## src/hdl/kabf_pkg.sv

```systemverilog
`timescale 1ns / 1ps
`default_nettype none
package kabf_pkg;

    typedef struct packed {
        logic signed [26:0] meas_angle;
        logic signed [31:0] meas_rate;
    } t_in_word;

    typedef struct packed {
        logic signed [31:0] angle_out;
        logic signed [31:0] bias_out;
    } t_out_word;

    localparam logic [1:0] CFG_Q_ANGLE = 2'd0;
    localparam logic [1:0] CFG_Q_BIAS  = 2'd1;
    localparam logic [1:0] CFG_R_MEAS  = 2'd2;
    localparam logic [1:0] CFG_DT      = 2'd3;

    localparam logic [30:0] RST_Q_ANGLE = 31'd16777;
    localparam logic [30:0] RST_Q_BIAS  = 31'd50332;
    localparam logic [30:0] RST_R_MEAS  = 31'd503316;
    localparam logic [30:0] RST_DT      = 31'd335544;

    function automatic logic signed [31:0] sat32(input logic signed [65:0] v);
        logic signed [31:0] r;
        if (v > 66'sd2147483647) begin
            r = 32'sh7fffffff;
        end else if (v < -66'sd2147483648) begin
            r = 32'sh80000000;
        end else begin
            r = v[31:0];
        end
        return r;
    endfunction

endpackage
`default_nettype wire

```

## src/hdl/kabf_mul.sv

```systemverilog
`timescale 1ns / 1ps
`default_nettype none
// Registered fixed-point multiplier with round half up and saturation.
module kabf_mul #(
    parameter int FRAC_BITS = 24
) (
    input  wire                i_clk,
    input  wire signed [31:0]  i_a,
    input  wire signed [31:0]  i_b,
    output logic signed [31:0] o_p
);
    logic signed [63:0] r_prod;
    logic signed [65:0] w_rnd;

    always_ff @(posedge i_clk) begin
        r_prod <= i_a * i_b;
    end

    assign w_rnd = (66'(r_prod) + (66'sd1 <<< (FRAC_BITS - 1))) >>> FRAC_BITS;
    assign o_p   = kabf_pkg::sat32(w_rnd);
endmodule
`default_nettype wire

```

## config.mk

```make
export PLATFORM = sky130hd
export DESIGN_NAME = kabf_mul
export DESIGN_NICKNAME = d
export VERILOG_FILES = /design/src/hdl/kabf_pkg.sv /design/src/hdl/kabf_mul.sv
export SDC_FILE = /design/constraint.sdc
export NUM_CORES = 2
export LEC_CHECK = 0
export BUFFER_PORTS_ARGS = -buffer_cell sky130_fd_sc_hd__buf_2
export CORE_MARGIN = 2
export CORE_UTILIZATION = 30
export CTS_BUF_LIST = sky130_fd_sc_hd__clkbuf_16
export DETAILED_ROUTE_END_ITERATION = 8
export PLACE_DENSITY = 0.48
export SLEW_MARGIN = 20
export SYNTH_ARGS = -nofsm -noshare
export SYNTH_HDL_FRONTEND = slang
export SYNTH_SLANG_ARGS = --single-unit
export TNS_END_PERCENT = 30
```

## constraint.sdc

```tcl
create_clock -name i_clk -period 17.28 [get_ports i_clk]
set_input_delay 0 -clock i_clk [delete_from_list [all_inputs] [get_ports i_clk]]
set_output_delay 0 -clock i_clk [all_outputs]
set_load 0.02 [all_outputs]
```

==> impl_metrics.csv <==
group,metric,value,unit
run_status,status,"finished clean",
route,drc,0,
sta,maxSlewHeadroom,33.04,%
sta,setup_viol,0,
grt,antenna_found_initial,8,
sta,max_clock_freq,120.8,MHz
floorplanning,die_w,359.0,µm
cts,cts_inserted_buffers,5,
placement,placedInstanceArea,39740,µm²
critical_path,cp_top_family,"adder cells",
grt,grt-ovfl-total,0,
critical_path,cp_common_cell,"fa_1",
placement,dpl.cell_count,5635,
yosys,yosysSeqAreaShare,2.171,%
sta,post-route-min-period,8.277,ns
grt,met2_usage,35.05,%
cells_and_area,fill_cells,13290,
yosys,synth_cell_type_count,75,
cells_and_area,drive_gt1_share,3.932,%
yosys,synth.cell_area,37800,µm²
yosys,synth-edff-count,0,
grt,busiest_layer,"met2",
route,wl,109900,µm
route,routed_via_density,4.626,
floorplanning,die_area,128900,µm²
yosys,synth_area_per_cell,9.286,µm²
cells_and_area,regMostFlops,"r_prod",
critical_path,arrival,8.43,ns
cells_and_area,num-nets-final,5320,
grt,grtUsageTotal,17.86,%
cells_and_area,finalNonFillerCells,5647,
yosys,synth_nets,5398,
floorplanning,io_pins,97,
sta,grt_setup_unrepaired,"no",
cells_and_area,regArea,820.8,µm²
cts,cts_tree,"yes",
placement,gp_congestion,0.8445,
yosys,yosysWarningCount,0,
critical_path,cpPeakStageDelay,0.96,ns
critical_path,startpoint_type,"primary input",
placement,dp_hpwl,89470,µm
yosys,ys_ff_latch,41,
grt,grt_pass1_vias,30450,
route,drt_pass1_iterations,5,
worst_hold_path,hold_class,"register to output port",
cells_and_area,fin_area,39910,µm²
critical_path,crit_fanout,32,
critical_path,cp.required,17.43,ns
sta,tns,0,ns
cts,cts.clk_slew.worst_paths,0.06,ns
sta,maxSlewViolCount,0,
cells_and_area,top_regs,"r_prod x41",
placement,port_buffers,96,
critical_path,criticalPathCategory,"primary input to register",
cts,root_buffer,"clkbuf_16",
grt,grt_max_degree,33,
critical_path,end_kind,"register",
floorplanning,die_h,359.0,µm
cts,cts.sinks,41,
grt,use_met1,21.49,%
route,vias,26120,
floorplanning,rows,130,
cts,cts_resized,0,
cells_and_area,syn2layout_area_growth,5.564,%
yosys,ys.flop_type,"dfxtp_1",
cells_and_area,largest_reg_flops,41,
grt,grt_pass1_wl,179900,µm
sta,fin_crit_sh,47.90,%
job,max_cap_violations,0,
cts,postCtsSetupBuffers,0,
critical_path,crit_buf_inv,2,
grt,met3_usage,0.5866,%
critical_path,path_cells,"buf_2 -> nand2_1 -> fa_1 -> fa_1 -> fa_1 -> fa_1 -> inv_1 -> fa_1 -> fa_1 -> fa_1 -> fa_1 -> ha_1 -> nand3_1 -> nor3_1 -> nor4b_2 -> a211oi_1 -> and4_1 -> o21ba_2 -> a31oi_1 -> o211ai_1",
route,wire_per_inst,19.46,µm
critical_path,critPathSlowestCell,"fa_1",
sta,final-hold-violation-count,0,
sta,tightest_slew,1.004,ns
route,drtAntennaViolNets,0,
route,drt_iter0_markers,1103,
floorplanning,core,125400,µm²
floorplanning,start_util,30.14,%
cts,clock_path_buffers,2,
yosys,syn-instance-count,4071,
cts,ctsHoldBuffers,0,
yosys,async_flop_share,0,%
cells_and_area,multi_input_area,32380,µm²
cts,h-tree-depth,2,
==> area by class of cell <==
class	count	share of cell area (%)
multi-input cells	2814	81.14
inverters	1003	9.434
well taps	1650	5.173
flip-flops and latches	41	2.057
repair buffers	128	1.825
clock buffers	5	0.3135
clock inverters	2	0.02822
diodes	4	0.02508
==> stage by stage <==
stage / setup slack (ns) / hold slack [ns] / util (%)
6_report: 9.003 / 0.9808 / 31.82
2_1_floorplan: 10.04 / 0.5584 / -
3_5_place_dp: 8.759 / 0.6989 / 31.69
3_3_place_gp: 8.840 / 0.6907 / 31.69
5_1_grt: 8.594 / 1.071 / 31.82
4_1_cts: 9.035 / 1.008 / 31.80
==> tightest hold or removal path, delay by kind of cell (launching register included) <==
kind / cells / cell delay (ns)
flops: 1 / 0.34
compound gates: 1 / 0.11
xor+xnor: 1 / 0.09
buf+inv: 1 / 0.17
==> cells by family after synthesis <==
logic type / Yosys count / synth area share, %
AOI/OAI and AO/OA: 221 / 3.740
xor gates and xnor gates: 83 / 1.923
DFF: 41 / 2.171
and+or+nand+nor: 1246 / 16.70
adders and majority gates: 1262 / 63.24
muxes: 2 / 0.05296
buffers and inverters: 1216 / 12.17
==> cells in the final DEF, fill, tap and decap left out, types with 33 or more instances in the layout <==
| cell type | count |
|---|---|
| nand2_1 | 535 |
| inv_1 | 1002 |
| o21ai_1 | 33 |
| dfxtp_1 | 41 |
| fa_1 | 1081 |
| and2_1 | 517 |
| xnor2_1 | 53 |
| a21oi_1 | 60 |
| ha_1 | 181 |
| nor2_1 | 64 |
| nand3_1 | 34 |
| buf_2 | 96 |
==> path summary, 6_finish.rpt <==
kind              startpoint         end  slack [ns]  cells after the start
hold / removal    r_prod[36]     o_p[12]        0.98                      3
setup / recovery      i_b[9]  r_prod[62]        9.00                     20
==> synthesized netlist by cell type (3+ instances only) <==
cell	n	area [µm²]
nor4_1	3	18.77
and3_1	15	93.84
nand3_1	34	170.2
a211o_1	3	26.28
a21o_1	28	210.2
o21ai_2	3	26.28
and3_2	3	22.52
a21boi_0	3	22.52
clkbuf_1	201	754.5
nand2b_1	11	68.82
nor2b_1	4	25.02
xor2_1	30	262.8
and4_1	4	35.03
o21a_1	4	30.03
dfxtp_1	41	820.8
o21bai_1	11	82.58
buf_6	3	33.78
a211oi_1	7	52.55
nor3_1	13	65.06
nand2_1	535	2008
a31oi_1	7	43.79
o21ai_0	31	155.2
a21oi_1	60	300.3
o21ai_1	33	165.2
and2_1	517	3234
buf_2	7	35.03
ha_1	181	2265
inv_1	1002	3761
or3_1	3	18.77
nand4_1	23	143.9
fa_1	1081	21640
xnor2_1	53	464.2
nor2_1	64	240.2
o211ai_1	5	37.54
==> per-layer routing <==
layer / vias to the layer above / part of all wire (%)
met2: 462 / 55
li1: 11480 / -
met3: 105 / 2.5
met5: - / 0.011
met1: 14070 / 40
met4: 2 / 2.4
Power is not shown: default switching activity piles up to over one toggle a cycle in this logic, so the estimate is an artifact.
