`src/hdl/kabf_pkg.sv`:
```
`timescale 1ns / 1ps
`default_nettype none
package kabf_pkg;

    typedef struct packed {
        logic signed [26:0] meas_angle;
        logic signed [31:0] meas_rate;
    } t_in_word;

    typedef struct packed {
        logic signed [31:0] angle_out;
        logic signed [31:0] bias_out;
    } t_out_word;

    localparam logic [1:0] CFG_Q_ANGLE = 2'd0;
    localparam logic [1:0] CFG_Q_BIAS  = 2'd1;
    localparam logic [1:0] CFG_R_MEAS  = 2'd2;
    localparam logic [1:0] CFG_DT      = 2'd3;

    localparam logic [30:0] RST_Q_ANGLE = 31'd16777;
    localparam logic [30:0] RST_Q_BIAS  = 31'd50332;
    localparam logic [30:0] RST_R_MEAS  = 31'd503316;
    localparam logic [30:0] RST_DT      = 31'd335544;

    function automatic logic signed [31:0] sat32(input logic signed [65:0] v);
        logic signed [31:0] r;
        if (v > 66'sd2147483647) begin
            r = 32'sh7fffffff;
        end else if (v < -66'sd2147483648) begin
            r = 32'sh80000000;
        end else begin
            r = v[31:0];
        end
        return r;
    endfunction

endpackage
`default_nettype wire

```
`src/hdl/kabf_div.sv`:
```
`timescale 1ns / 1ps
`default_nettype none
// Signed restoring divider, one quotient bit per cycle, truncating toward zero.
module kabf_div #(
    parameter int FRAC_BITS = 24
) (
    input  wire                i_clk,
    input  wire                i_rst_n,
    input  wire                i_start,
    input  wire signed [31:0]  i_num,
    input  wire signed [33:0]  i_den,
    output logic               o_done,
    output logic signed [31:0] o_quo
);
    localparam int NW = 32 + FRAC_BITS;
    localparam int CW = $clog2(NW + 1);

    logic [NW-1:0] r_dvd;
    logic [NW-1:0] r_quo;
    logic [34:0]   r_rem;
    logic [33:0]   r_den;
    logic          r_neg;
    logic          r_zero;
    logic          r_busy;
    logic [CW-1:0] r_cnt;
    logic [34:0]   w_sh;
    logic [33:0]   w_an;
    logic [NW:0]   w_q;
    logic signed [65:0] w_sq;

    assign w_an = i_den[33] ? 34'(-i_den) : i_den;
    assign w_sh = {r_rem[33:0], r_dvd[NW-1]};
    assign w_q  = r_neg ? -{1'b0, r_quo} : {1'b0, r_quo};
    assign w_sq = 66'(signed'(w_q));

    always_ff @(posedge i_clk) begin
        if (!i_rst_n) begin
            r_busy <= 1'b0;
            o_done <= 1'b0;
        end else begin
            o_done <= 1'b0;
            if (i_start) begin
                r_busy <= 1'b1;
                r_cnt  <= CW'(NW);
                r_rem  <= '0;
                r_quo  <= '0;
                r_den  <= w_an;
                r_zero <= (i_den == '0);
                r_neg  <= i_num[31] ^ i_den[33];
                r_dvd  <= NW'(i_num[31] ? 33'(-33'(i_num)) : 33'(i_num)) << FRAC_BITS;
            end else if (r_busy) begin
                r_dvd <= r_dvd << 1;
                if (w_sh >= {1'b0, r_den}) begin
                    r_rem <= w_sh - {1'b0, r_den};
                    r_quo <= {r_quo[NW-2:0], 1'b1};
                end else begin
                    r_rem <= w_sh;
                    r_quo <= {r_quo[NW-2:0], 1'b0};
                end
                r_cnt <= r_cnt - 1'b1;
                if (r_cnt == CW'(1)) begin
                    r_busy <= 1'b0;
                    o_done <= 1'b1;
                end
            end
        end
    end

    assign o_quo = r_zero ? 32'sd0 : kabf_pkg::sat32(w_sq);
endmodule
`default_nettype wire

```
`config.mk`:
```
export PLATFORM = sky130hd
export DESIGN_NAME = kabf_div
export DESIGN_NICKNAME = d
export VERILOG_FILES = /design/src/hdl/kabf_pkg.sv /design/src/hdl/kabf_div.sv
export SDC_FILE = /design/constraint.sdc
export NUM_CORES = 1
export LEC_CHECK = 0
export BUFFER_PORTS_ARGS = -buffer_cell sky130_fd_sc_hd__buf_2
export CORE_ASPECT_RATIO = 2
export CORE_MARGIN = 2
export CORE_UTILIZATION = 40
export DETAILED_ROUTE_END_ITERATION = 8
export HOLD_SLACK_MARGIN = 0.03
export PLACE_DENSITY = 0.67
export SYNTH_ARGS = -nofsm -noshare
export SYNTH_HDL_FRONTEND = slang
export SYNTH_SLANG_ARGS = --single-unit
```
`constraint.sdc`:
```
create_clock -name i_clk -period 4.9 [get_ports i_clk]
set_input_delay 0 -clock i_clk [delete_from_list [all_inputs] [get_ports i_clk]]
set_output_delay 0 -clock i_clk [all_outputs]
set_load 0.01 [all_outputs]
```
==> results.ini <==
[route]
detail-route-antenna-nets=0
vias=9509
drt_first_pass_iters=7
wl_per_cell_um=18.0
drc=0
avgViaCountPerCell=5.57
drt_iter0_drc=516
totalWireLength_um=30700

[final_layout]
multi_input_area_um2=5960
syn_to_final_growth_pct=19.5
nFillCells=2622
fin_util_pct=48.4
stdcell_area_um2=13600
antenna_cells=0
seq_area_um2=4960
drive_gt1_share_pct=13.9
instances_no_fill=1707
nets=1447

[placed_design]
placed_cells=1600
place.gp.congestion=0.903
place_area_um2=12200
dp_hpwl_um=21700
io_buffers=101

[die]
dieArea_um2=29900
die_y_um=243
core_um2=28100
row_count=87
initial_utilization_pct=40.5
chipWidth_um=123
ioPinCount=102

[synthesis]
synth_top_family_by_area=compound AO/OA/AOI/OAI gates
avgSynthCellArea_um2=9.62
synth_top_flop_cell=edfxtp_1
synth_edf_count=164
synth-simple-area-share_pct=18.0
yosysWarnings=0
synth-seq-cells=166
synthMuxAreaShare_pct=1.33
synthAdderAreaFrac_pct=4.46
synth-compound-area-share_pct=18.0
synth-xor-area-share_pct=10.4
syn_nets=1293
ys_seq_area_share_pct=43.6
syn_inst=1184
netlist_area_um2=11400
synth-async-reset-ratio_pct=0
synth.distinct_cells=71

[timing]
fin_crit_ns=4.42
max_freq_mhz=226
setup_violations=0
tightest_slew_ns=1.11
finalHoldViolations=0
finalCritPeriodShare_pct=90.1
skew_ns=0.0116
slew-limit-headroom_pct=25.8
finalSetupTns_ns=0
rsz0062_at_grt=false
maxSlewViolCount=0
hold_ws_ns=0.0286

[setup_path]
critPathLaunchType=register
cp.required_ns=4.90
critPathMaxFanout=31
crit_path_end_kind=primary output
crit_type=register to primary output
critPathArrivalTime_ns=4.42

[cts]
clock_latency_ns=0.45
path_clk_slew_ns=0.07
numCtsBuffers=17
cts_tree=built
cts_root_buf=clkbuf_16
numClockSinks=166
clock_path_buffers=2
h-tree-depth=4

[power_and_ir_drop]
peakVddDrop_mv=0.228
p_seq_share_pct=41.8
p_clk_share_pct=33.4
intPower_mw=2.98
sw_frac_of_total_pct=30.4
power_switching_mw=1.30
power_frac_comb_pct=24.8
power.density_nw_per_um2=315
leakagePower_nw=5.17

[global_route]
grt_pass1_vias=9665
overflow=0
grt_util_all_layers_pct=21.1
antenna_found_initial=0
grt_first_pass_wirelength_um=49000
grt_max_degree=77

[job]
cap_viol_max_count=0

[min_path]
hold_path.class=primary input to register

[outcome]
outcome=finished, final reports clean

## flip-flops by register name (all words and copies together), names as in the netlist
register  flops
r_zero        1
r_cnt         6
r_den        34
o_done        1
r_dvd        32
r_rem        34
r_quo        56
r_neg         1
r_busy        1
## logic make-up (layout without fill, tap and decap cells)
logic type      count (synthesis)  in the layout
mux                            15             15
fa+ha+maj                      40             40
flops                         166            166
xor+xnor                      135            135
simple gates                  391            391
compound gates                319            319
buf+inv                       118            285
## layout by cell type, fill, tap and decap left out, types with 20 or more instances in the layout
cell type	n
nor2_1	97
ha_1	39
buf_2	100
o21ai_1	20
inv_1	60
a21oi_1	74
nor3_1	28
dlygate4sd3_1	75
edfxtp_1	164
o21ai_0	76
nor2b_1	54
xor2_1	67
o31ai_1	24
or3_1	35
nand2_1	65
xnor2_1	68
## through the flow
step	power [mW]	setup WS, ns
detailed placement	2.82	0.983
global placement	2.80	1.11
finish	4.28	0.484
CTS	4.31	0.494
floorplan	2.54	0.984
global route	4.49	0.244
## final cells by class
| cell class | count | share of cell area (%) |
|---|---|---|
| multi-input combinational | 900 | 43.8 |
| sequential | 166 | 36.5 |
| timing repair buffer | 193 | 10.2 |
| tap | 356 | 3.28 |
| clock buffer | 18 | 3.16 |
| inverter | 60 | 1.66 |
| clock inverter | 14 | 1.39 |
## Yosys cell counts (all sizes together), types with 3 or more instances
cell	number	area (µm²)
o31a	4	35.0
a21o	16	120
or2	11	68.8
inv	60	225
o21bai	3	22.5
a21oi	74	370
xor2	67	587
o22ai	8	50.1
or4	13	105
clkbuf	47	176
mux2i	14	140
nand2	65	244
a21boi	4	30.0
o31ai	27	218
xnor2	68	596
o21ai	106	568
edfxtp	164	4920
o21a	9	67.6
nor2b	54	338
a41oi	3	33.8
o41ai	20	190
and3	9	56.3
nand3	16	80.1
nor2	98	368
and2	3	18.8
o211ai	5	37.5
nor4	15	100
nand4	12	75.1
ha	39	488
a31oi	13	81.3
buf	11	70.1
a211oi	9	67.6
or3	35	219
nor3	28	140
nand2b	18	113
## layer usage
metal	up-vias	share of wire [%]	GRT usage [%]	routed length, µm
met1	4526	35	20.6	10900
met5	-	0	0	0
met4	0	5.6	12.5	1710
li1	4656	-	-	-
met2	234	56	40.2	17300
met3	93	2.7	3.08	820
## what timing repair did
item	CTS	global route
endpoints found under the setup margin	0	0
hold buffers	75	0
endpoints found under the hold margin	62	0
buffers inserted	0	0
gates resized for setup	0	0
## power groups by stage
stage | Clock [mW] | Sequential, mW | Combinational [mW]
final | 1.43 | 1.79 | 1.06
after global routing | 1.52 | 1.80 | 1.17
after CTS | 1.46 | 1.79 | 1.06
after detailed placement | 0 | 1.82 | 1.00
after global placement | 0 | 1.82 | 0.985
after floorplan | 0 | 1.79 | 0.745
## path summary, 6_finish.rpt
path	start	endpoint	slack [ns]	cells past startpoint
hold / removal	i_num[13]	r_dvd[37]	0.03	3
hold reg to reg	r_busy	o_done	0.45	2
setup reg to reg	r_rem[19]	r_rem[16]	1.24	12
setup / recovery	r_quo[4]	o_quo[0]	0.48	11
## worst max-delay path: stages, from the launching register on
cell and delay (ns):
edfxtp_1 0.45, or4_4 0.60, or4_4 0.56, or3_1 0.49, o41ai_2 0.36, xor2_1 0.22
nand4_1 0.13, nor4_1 0.32, a31o_2 0.19, buf_4 0.32, o21ai_0 0.16, buf_2 0.16
Note: power is estimated with default switching activity, not from simulation.
